**src/design/srl_pkg.sv**
```systemverilog
`default_nettype none
// ---------------------------------------------------------------------------
// srl_pkg: shared types and constants for the slew rate limiter
// Sequencer states, limit register width and register indexes.
// ---------------------------------------------------------------------------
package srl_pkg;

  // width of the rising and falling limit registers
  localparam int LIM_WIDTH = 32;

  // register indexes on the configuration port (address bit 2)
  localparam logic REG_RISE = 1'b0;
  localparam logic REG_FALL = 1'b1;

  // sequencer states
  typedef enum logic [2:0] {
    ST_IDLE,
    ST_DIFF,
    ST_DIV,
    ST_DECIDE,
    ST_MUL,
    ST_ADD,
    ST_DONE
  } state_t;

endpackage
`default_nettype wire

```
**src/design/slew_rate_limiter.sv**
```systemverilog
`default_nettype none
// One request is in flight at a time: in_stall stays high from an accepted request until the
//   result is handed to the output register; the multiply and add steps run only when a limit trips.
// Division: the radix-2 divider takes one quotient bit per cycle.
// Reset: synchronous, active low; clears the sequencer, the held output and both limits.
// ---------------------------------------------------------------------------
// slew_rate_limiter: iterative slew rate limiter
// Takes the rate of change against the held output with a shared restoring
// divider, compares it with the rising and falling limits and, where one
// trips, steps from the held output by time step times that limit.
// ---------------------------------------------------------------------------
module slew_rate_limiter #(
  parameter int SAMPLE_WIDTH = 32,
  parameter int STEP_WIDTH   = 16
) (
  input  wire                            clk,
  input  wire                            rst_n,
  // input channel
  input  wire                            in_valid,
  output logic                           in_stall,
  input  wire signed [SAMPLE_WIDTH-1:0]  in_sample_in,
  input  wire        [STEP_WIDTH-1:0]    in_time_step,
  input  wire                            in_restart,
  // result channel
  output logic                           out_valid,
  input  wire                            out_stall,
  output logic signed [SAMPLE_WIDTH-1:0] out_sample_out,
  // configuration port
  input  wire                            psel,
  input  wire                            penable,
  input  wire                            pwrite,
  input  wire        [2:0]               paddr,
  input  wire        [31:0]              pwdata,
  output logic       [31:0]              prdata,
  output logic                           pready
);

  import srl_pkg::*;

  localparam int SW    = SAMPLE_WIDTH;
  localparam int TW    = STEP_WIDTH;
  localparam int CNT_W = $clog2(SW + 1);
  localparam int PW    = TW + LIM_WIDTH;
  localparam int CW    = (SW > LIM_WIDTH) ? SW : LIM_WIDTH;
  localparam int AW    = ((SW > PW) ? SW : PW) + 2;
  localparam logic [AW-1:0] SMAX = {{(AW-SW+1){1'b0}}, {(SW-1){1'b1}}};
  localparam logic [AW-1:0] SMIN = {{(AW-SW+1){1'b1}}, {(SW-1){1'b0}}};

  // state and registers
  state_t                 state_r, state_nxt;
  logic [LIM_WIDTH-1:0]   rise_r, fall_r;
  logic [SW-1:0]          held_r, held_nxt;
  logic [SW-1:0]          samp_r, samp_nxt;
  logic [TW-1:0]          dt_r, dt_nxt;
  logic [TW-1:0]          div_r, div_nxt;
  logic [TW-1:0]          rem_r, rem_nxt;
  logic [SW-1:0]          quo_r, quo_nxt;
  logic [CNT_W-1:0]       cnt_r, cnt_nxt;
  logic                   below_r, below_nxt;
  logic                   lneg_r, lneg_nxt;
  logic [LIM_WIDTH-1:0]   lmag_r, lmag_nxt;
  logic [PW-1:0]          prod_r, prod_nxt;
  logic [SW-1:0]          res_r, res_nxt;
  logic                   out_valid_r, out_valid_nxt;
  logic [SW-1:0]          out_data_r, out_data_nxt;

  // combinational helpers
  logic                   in_take;
  logic                   out_free;
  logic [SW:0]            diff;
  logic [TW:0]            shifted;
  logic [TW+1:0]          trial;
  logic                   ge;
  logic                   neg;
  logic                   rneg, fneg;
  logic [LIM_WIDTH-1:0]   rmag, fmag;
  logic [CW-1:0]          q_x, rmag_x, fmag_x;
  logic                   rise_hit, fall_hit;
  logic [AW-1:0]          held_x, step_x, sum;

  assign in_take  = in_valid && !in_stall;
  assign out_free = !out_valid_r || !out_stall;

  // configuration port
  assign pready = 1'b1;
  assign prdata = (paddr[2] == REG_FALL) ? fall_r : rise_r;

  always_ff @(posedge clk) begin
    if (!rst_n) begin
      rise_r <= '0;
      fall_r <= '0;
    end else if (psel && penable && pwrite && pready) begin
      if (paddr[2] == REG_RISE) begin
        rise_r <= pwdata;
      end else begin
        fall_r <= pwdata;
      end
    end
  end

  // shared divider step: shift in one dividend bit, trial subtract
  assign shifted = {rem_r, quo_r[SW-1]};
  assign trial   = {1'b0, shifted} - {2'b00, div_r};
  assign ge      = !trial[TW+1];

  // signed difference against the held output
  assign diff = {samp_r[SW-1], samp_r} - {held_r[SW-1], held_r};

  // limit magnitudes and rate compares
  assign rneg     = rise_r[LIM_WIDTH-1];
  assign fneg     = fall_r[LIM_WIDTH-1];
  assign rmag     = rneg ? (~rise_r + 1'b1) : rise_r;
  assign fmag     = fneg ? (~fall_r + 1'b1) : fall_r;
  assign q_x      = CW'(quo_r);
  assign rmag_x   = CW'(rmag);
  assign fmag_x   = CW'(fmag);
  assign neg      = below_r && (quo_r != '0);
  assign rise_hit = (rise_r != '0) &&
                    (neg ? (rneg && (q_x < rmag_x)) : (rneg || (q_x > rmag_x)));
  assign fall_hit = (fall_r != '0) &&
                    (neg ? (!fneg || (q_x > fmag_x)) : (!fneg && (q_x < fmag_x)));

  // exact step from the held output
  assign held_x = {{(AW-SW){held_r[SW-1]}}, held_r};
  assign step_x = lneg_r ? (~AW'(prod_r) + 1'b1) : AW'(prod_r);
  assign sum    = held_x + step_x;

  // next state
  always_comb begin
    state_nxt = state_r;
    case (state_r)
      ST_IDLE: begin
        if (in_take) begin
          state_nxt = ST_DIFF;
        end
      end
      ST_DIFF:   state_nxt = ST_DIV;
      ST_DIV: begin
        if (cnt_r == CNT_W'(1)) begin
          state_nxt = ST_DECIDE;
        end
      end
      ST_DECIDE: state_nxt = (rise_hit || fall_hit) ? ST_MUL : ST_DONE;
      ST_MUL:    state_nxt = ST_ADD;
      ST_ADD:    state_nxt = ST_DONE;
      ST_DONE: begin
        if (out_free) begin
          state_nxt = ST_IDLE;
        end
      end
      default:   state_nxt = ST_IDLE;
    endcase
  end

  // datapath and handshake outputs
  always_comb begin
    held_nxt      = held_r;
    samp_nxt      = samp_r;
    dt_nxt        = dt_r;
    div_nxt       = div_r;
    rem_nxt       = rem_r;
    quo_nxt       = quo_r;
    cnt_nxt       = cnt_r;
    below_nxt     = below_r;
    lneg_nxt      = lneg_r;
    lmag_nxt      = lmag_r;
    prod_nxt      = prod_r;
    res_nxt       = res_r;
    out_data_nxt  = out_data_r;
    out_valid_nxt = out_valid_r && out_stall;
    in_stall      = (state_r != ST_IDLE);
    case (state_r)
      ST_IDLE: begin
        // latch the request; a restart reloads the held output
        if (in_take) begin
          samp_nxt = in_sample_in;
          dt_nxt   = in_time_step;
          div_nxt  = (in_time_step == '0) ? TW'(1) : in_time_step;
          if (in_restart) begin
            held_nxt = in_sample_in;
          end
        end
      end
      ST_DIFF: begin
        // magnitude of the difference becomes the dividend
        below_nxt = diff[SW];
        quo_nxt   = diff[SW] ? SW'(~diff + 1'b1) : diff[SW-1:0];
        rem_nxt   = '0;
        cnt_nxt   = CNT_W'(SW);
      end
      ST_DIV: begin
        // one quotient bit per cycle
        rem_nxt = ge ? trial[TW-1:0] : shifted[TW-1:0];
        quo_nxt = {quo_r[SW-2:0], ge};
        cnt_nxt = cnt_r - CNT_W'(1);
      end
      ST_DECIDE: begin
        // pick the tripped limit, or pass the sample through
        lneg_nxt = rise_hit ? rneg : fneg;
        lmag_nxt = rise_hit ? rmag : fmag;
        res_nxt  = samp_r;
      end
      ST_MUL: begin
        prod_nxt = PW'(dt_r) * PW'(lmag_r);
      end
      ST_ADD: begin
        // saturate to the sample range
        if ($signed(sum) > $signed(SMAX)) begin
          res_nxt = SMAX[SW-1:0];
        end else if ($signed(sum) < $signed(SMIN)) begin
          res_nxt = SMIN[SW-1:0];
        end else begin
          res_nxt = sum[SW-1:0];
        end
      end
      ST_DONE: begin
        // hand the result to the output register and hold it
        if (out_free) begin
          out_valid_nxt = 1'b1;
          out_data_nxt  = res_r;
          held_nxt      = res_r;
        end
      end
      default: begin
        in_stall = 1'b1;
      end
    endcase
  end

  // control registers
  always_ff @(posedge clk) begin
    if (!rst_n) begin
      state_r     <= ST_IDLE;
      out_valid_r <= 1'b0;
      held_r      <= '0;
    end else begin
      state_r     <= state_nxt;
      out_valid_r <= out_valid_nxt;
      held_r      <= held_nxt;
    end
  end

  // payload registers
  always_ff @(posedge clk) begin
    samp_r     <= samp_nxt;
    dt_r       <= dt_nxt;
    div_r      <= div_nxt;
    rem_r      <= rem_nxt;
    quo_r      <= quo_nxt;
    cnt_r      <= cnt_nxt;
    below_r    <= below_nxt;
    lneg_r     <= lneg_nxt;
    lmag_r     <= lmag_nxt;
    prod_r     <= prod_nxt;
    res_r      <= res_nxt;
    out_data_r <= out_data_nxt;
  end

  assign out_valid      = out_valid_r;
  assign out_sample_out = out_data_r;

`ifndef ASSERT_OFF
  a_accept_starts: assert property (@(posedge clk) disable iff (!rst_n)
    in_take |=> state_r == ST_DIFF)
    else $error("accepted request did not start the sequencer");

  a_result_from_done: assert property (@(posedge clk) disable iff (!rst_n)
    $rose(out_valid_r) |-> $past(state_r == ST_DONE))
    else $error("result raised outside the done state");

  a_div_nonzero: assert property (@(posedge clk) disable iff (!rst_n)
    state_r == ST_DIV |-> div_r != '0)
    else $error("divisor is zero during division");

  a_rem_bound: assert property (@(posedge clk) disable iff (!rst_n)
    state_r == ST_DIV |-> rem_r < div_r)
    else $error("partial remainder not below divisor");
`endif

endmodule
`default_nettype wire
```
**config.mk**
```make
export PLATFORM = sky130hd
export DESIGN_NAME = slew_rate_limiter
export DESIGN_NICKNAME = d
export VERILOG_FILES = /design/src/design/srl_pkg.sv /design/src/design/slew_rate_limiter.sv
export SDC_FILE = /design/constraint.sdc
export NUM_CORES = 2
export LEC_CHECK = 0
export BUFFER_PORTS_ARGS = -buffer_cell sky130_fd_sc_hd__buf_2
export CAP_MARGIN = 20
export CORE_UTILIZATION = 28
export DETAILED_ROUTE_END_ITERATION = 16
export HOLD_SLACK_MARGIN = 0.06
export PLACE_DENSITY = 0.45
export SLEW_MARGIN = 40
export SYNTH_ARGS = -nofsm -noshare
export SYNTH_HDL_FRONTEND = slang
export SYNTH_SLANG_ARGS = --single-unit
```
**constraint.sdc**
```tcl
create_clock -name clk -period 7.15 [get_ports clk]
set_clock_uncertainty 0.2 [all_clocks]
set_input_delay 1.43 -clock clk [delete_from_list [all_inputs] [get_ports clk]]
set_output_delay 1.43 -clock clk [all_outputs]
set_load 0.05 [all_outputs]
```
==> flow_summary.toml <==
[status]
status = "finished, final reports clean"

[synth]
postSynthCellCount = 4418
ys_async_sr_fraction_pct = 0
synth_top_flop_cell = "edfxtp_1"
syn_nets = 5218
synth_area_sq_mm = 0.0401
synth_mux_area_share_pct = 2.92
synth_fa_ha_area_share_pct = 30.0
seq_area_frac_synth_pct = 24.7
yosysWarnings = 0
synth_top_family_by_area = "adder cells"
synth_cell_types = 92
synth-seq-cells = 364
yosys.area_share.simple_pct = 15.8
synth_edf_count = 264
syn_area_per_cell_sq_um = 9.08
synth_compound_area_share_pct = 13.0
synth-xor-area-share_pct = 5.67

[die]
fp.dieArea_sq_mm = 0.145
core_area_sq_mm = 0.142
die_x_microns = 381
row_count = 138
pin_count = 158
dieHeight_microns = 381
initial_core_util_pct = 28.3

[routing]
drt.antenna.violating_nets = 0
drc = 0
via_count = 32000
via_per_inst = 4.84
avgRoutedWirePerCell_microns = 19.4
first_pass_iters = 7
wl_mm = 128
drt-initial-drc-count = 1677

[worst_setup_path]
required_ps = 7290
crit_path_end_kind = "flip-flop"
critPathKind = "reg -> reg"
worstPathArrival_ps = 7160
worstRegToRegCells = 21
cp_max_fo = 19
startpoint_type = "flip-flop"

[clocking]
cts_buffer_depth = 3
path_clk_slew_ps = 70
cts.sinks = 364
cts_buffers = 43
h-tree-depth = 2
clock_latency_ps = 610
cts-hold-fix-buffers = 0
root_buffer = "clkbuf_16"
tritoncts = "done"

[global_routing]
grt_max_degree = 86
antenna_found_initial = 6
grt_pass1_vias = 32400
grt_usage_pct = 17.5
grt_overflow_total = 0
grt_pass1_wl_mm = 197

[final_layout]
finalNonFillerCells = 6612
most-common-layout-cells = "nand2_1, inv_1, fa_1"
layout-drive-gt1-share_pct = 14.5
syn2layout_area_growth_pct = 17.8
final_common_cell = "nand2_1"
final_nets = 5487
fin_area_sq_mm = 0.0473

[timing]
slew_headroom_pct = 45.4
clock.fmax_ghz = 0.142
hold_viol_final = 0
rsz0062_at_grt = "yes"
period_needed_ps = 7020
fin_crit_sh_pct = 98.2
setup_violations = 0
maxSlewViolCount = 0
tightest_slew_ps = 796

[worst_hold_path]
hold-path-cell-count = 0
hold_path_class = "reg -> reg"

[power_and_ir_drop]
leakage_nw = 20.9
p_per_area_mw_per_mm2 = 366
ir_drop_uv = 418

[place]
place_inst = 6499
placed_cell_area_sq_mm = 0.0449
dp_hpwl_mm = 102
io_buffers = 154
gp_congestion = 0.894

[run]
cap_violations = 0
-- synthesized netlist by cell type (38+ instances only) --
library cell,n,share of area [%]
inv_1,611,5.7
o21ai_0,127,1.6
clkbuf_1,195,1.8
o31ai_1,43,0.80
fa_1,421,21
nor3_1,44,0.55
nand3_1,41,0.51
dfxtp_1,100,5.0
mux2i_1,79,2.0
xor2_1,109,2.4
nor2_1,207,1.9
a21o_1,98,1.8
nand2_1,632,5.9
ha_1,288,9.0
a21oi_1,250,3.1
and2_1,189,2.9
edfxtp_1,264,20
xnor2_1,151,3.3
a211oi_1,50,0.94
nand4_1,38,0.59
-- worst paths after layout --
path	from	to	slack [ps]
setup / recovery	prod_r[15]	res_r[3]	130
hold reg to reg	res_r[17]	out_sample_out[17]	250
setup reg to reg	prod_r[15]	res_r[3]	130
hold / removal	res_r[17]	out_sample_out[17]	250
-- state kept, by name, indices dropped and copies added (netlist names) --
| register | cells |
|---|---|
| rise_r | 32 |
| fall_r | 32 |
| rem_r | 16 |
| lmag_r | 32 |
| lneg_r | 1 |
| res_r | 32 |
| cnt_r | 6 |
| out_sample_out | 32 |
| below_r | 1 |
| prod_r | 48 |
| samp_r | 32 |
| state_r | 3 |
| dt_r | 16 |
| q_x | 32 |
| div_r | 16 |
| out_valid | 1 |
| held_r | 32 |
-- power breakdown --
part	switching (mW)	internal [mW]	total, mW
registers	0.253	2.91	3.16
logic	6.56	5.36	11.9
clock network	0.985	1.25	2.23
total	7.80	9.52	17.3
-- layout make-up --
type                    count  area (sq um)
repair buffers            439          3700
inverters                 612          2300
fillers                 15000         94700
clock inverters            24           211
flip-flops and latches    364          9930
well taps                1890          2360
clock buffers              55          1170
multi-input cells        3227         27600
diodes                      1          2.50
-- what timing repair did --
action / CTS / global route
gates cloned: 0 / 2
pin swaps: 3 / 91
resized for setup: 4 / 131
setup buffers: 2 / 31
setup endpoints to repair: 6 / 42
-- stage by stage --
stage	worst slack (ps)	utilization, %	hold WS (ps)	power, mW	TNS (ps)
after floorplan	53.4	-	226	10.6	0
after CTS	-31.7	32.7	251	16.8	-31.7
after global placement	-114	31.6	242	14.5	-250
after detailed placement	-80.9	31.7	234	14.4	-138
final	125	33.3	250	17.3	0
after global routing	-76.1	33.3	271	19.0	-200
-- routing by layer --
| metal | GRT usage, % | vias up | share of wire, % |
|---|---|---|---|
| li1 | - | 15300 | - |
| met1 | 24.0 | 16000 | 47 |
| met2 | 29.0 | 578 | 47 |
| met3 | 2.00 | 133 | 3.7 |
| met4 | 4.38 | 2 | 2.5 |
| met5 | 0 | - | 0.010 |
-- cells by family (layout without fill, tap and decap cells) --
group,Yosys count,in the layout
AND/OR/NAND/NOR,1343,1343
buffers and inverters,827,1130
AO/OA/AOI/OAI,801,801
adder cells (fa/ha/maj),709,709
flip-flops,364,364
XOR/XNOR,260,260
multiplexers,113,113
other,1,2
-- critical path, cell delays in order (launching register included) --
cell and delay, ps:
edfxtp_1 420, or4_4 560, or3_4 340, or4b_4 500, or4_4 500, nand3b_1 230
or4_4 510, o21ai_4 160, xnor2_2 70, ha_1 190, a21o_1 160, a21o_1 200
a21oi_4 190, o211ai_4 90, or4_1 470, nand4_1 110, nor3_1 90, or4_1 550
or4b_4 530, o31a_1 280, buf_12 170, o22a_1 200
No activity file was read; power rests on OpenSTA's default activity.
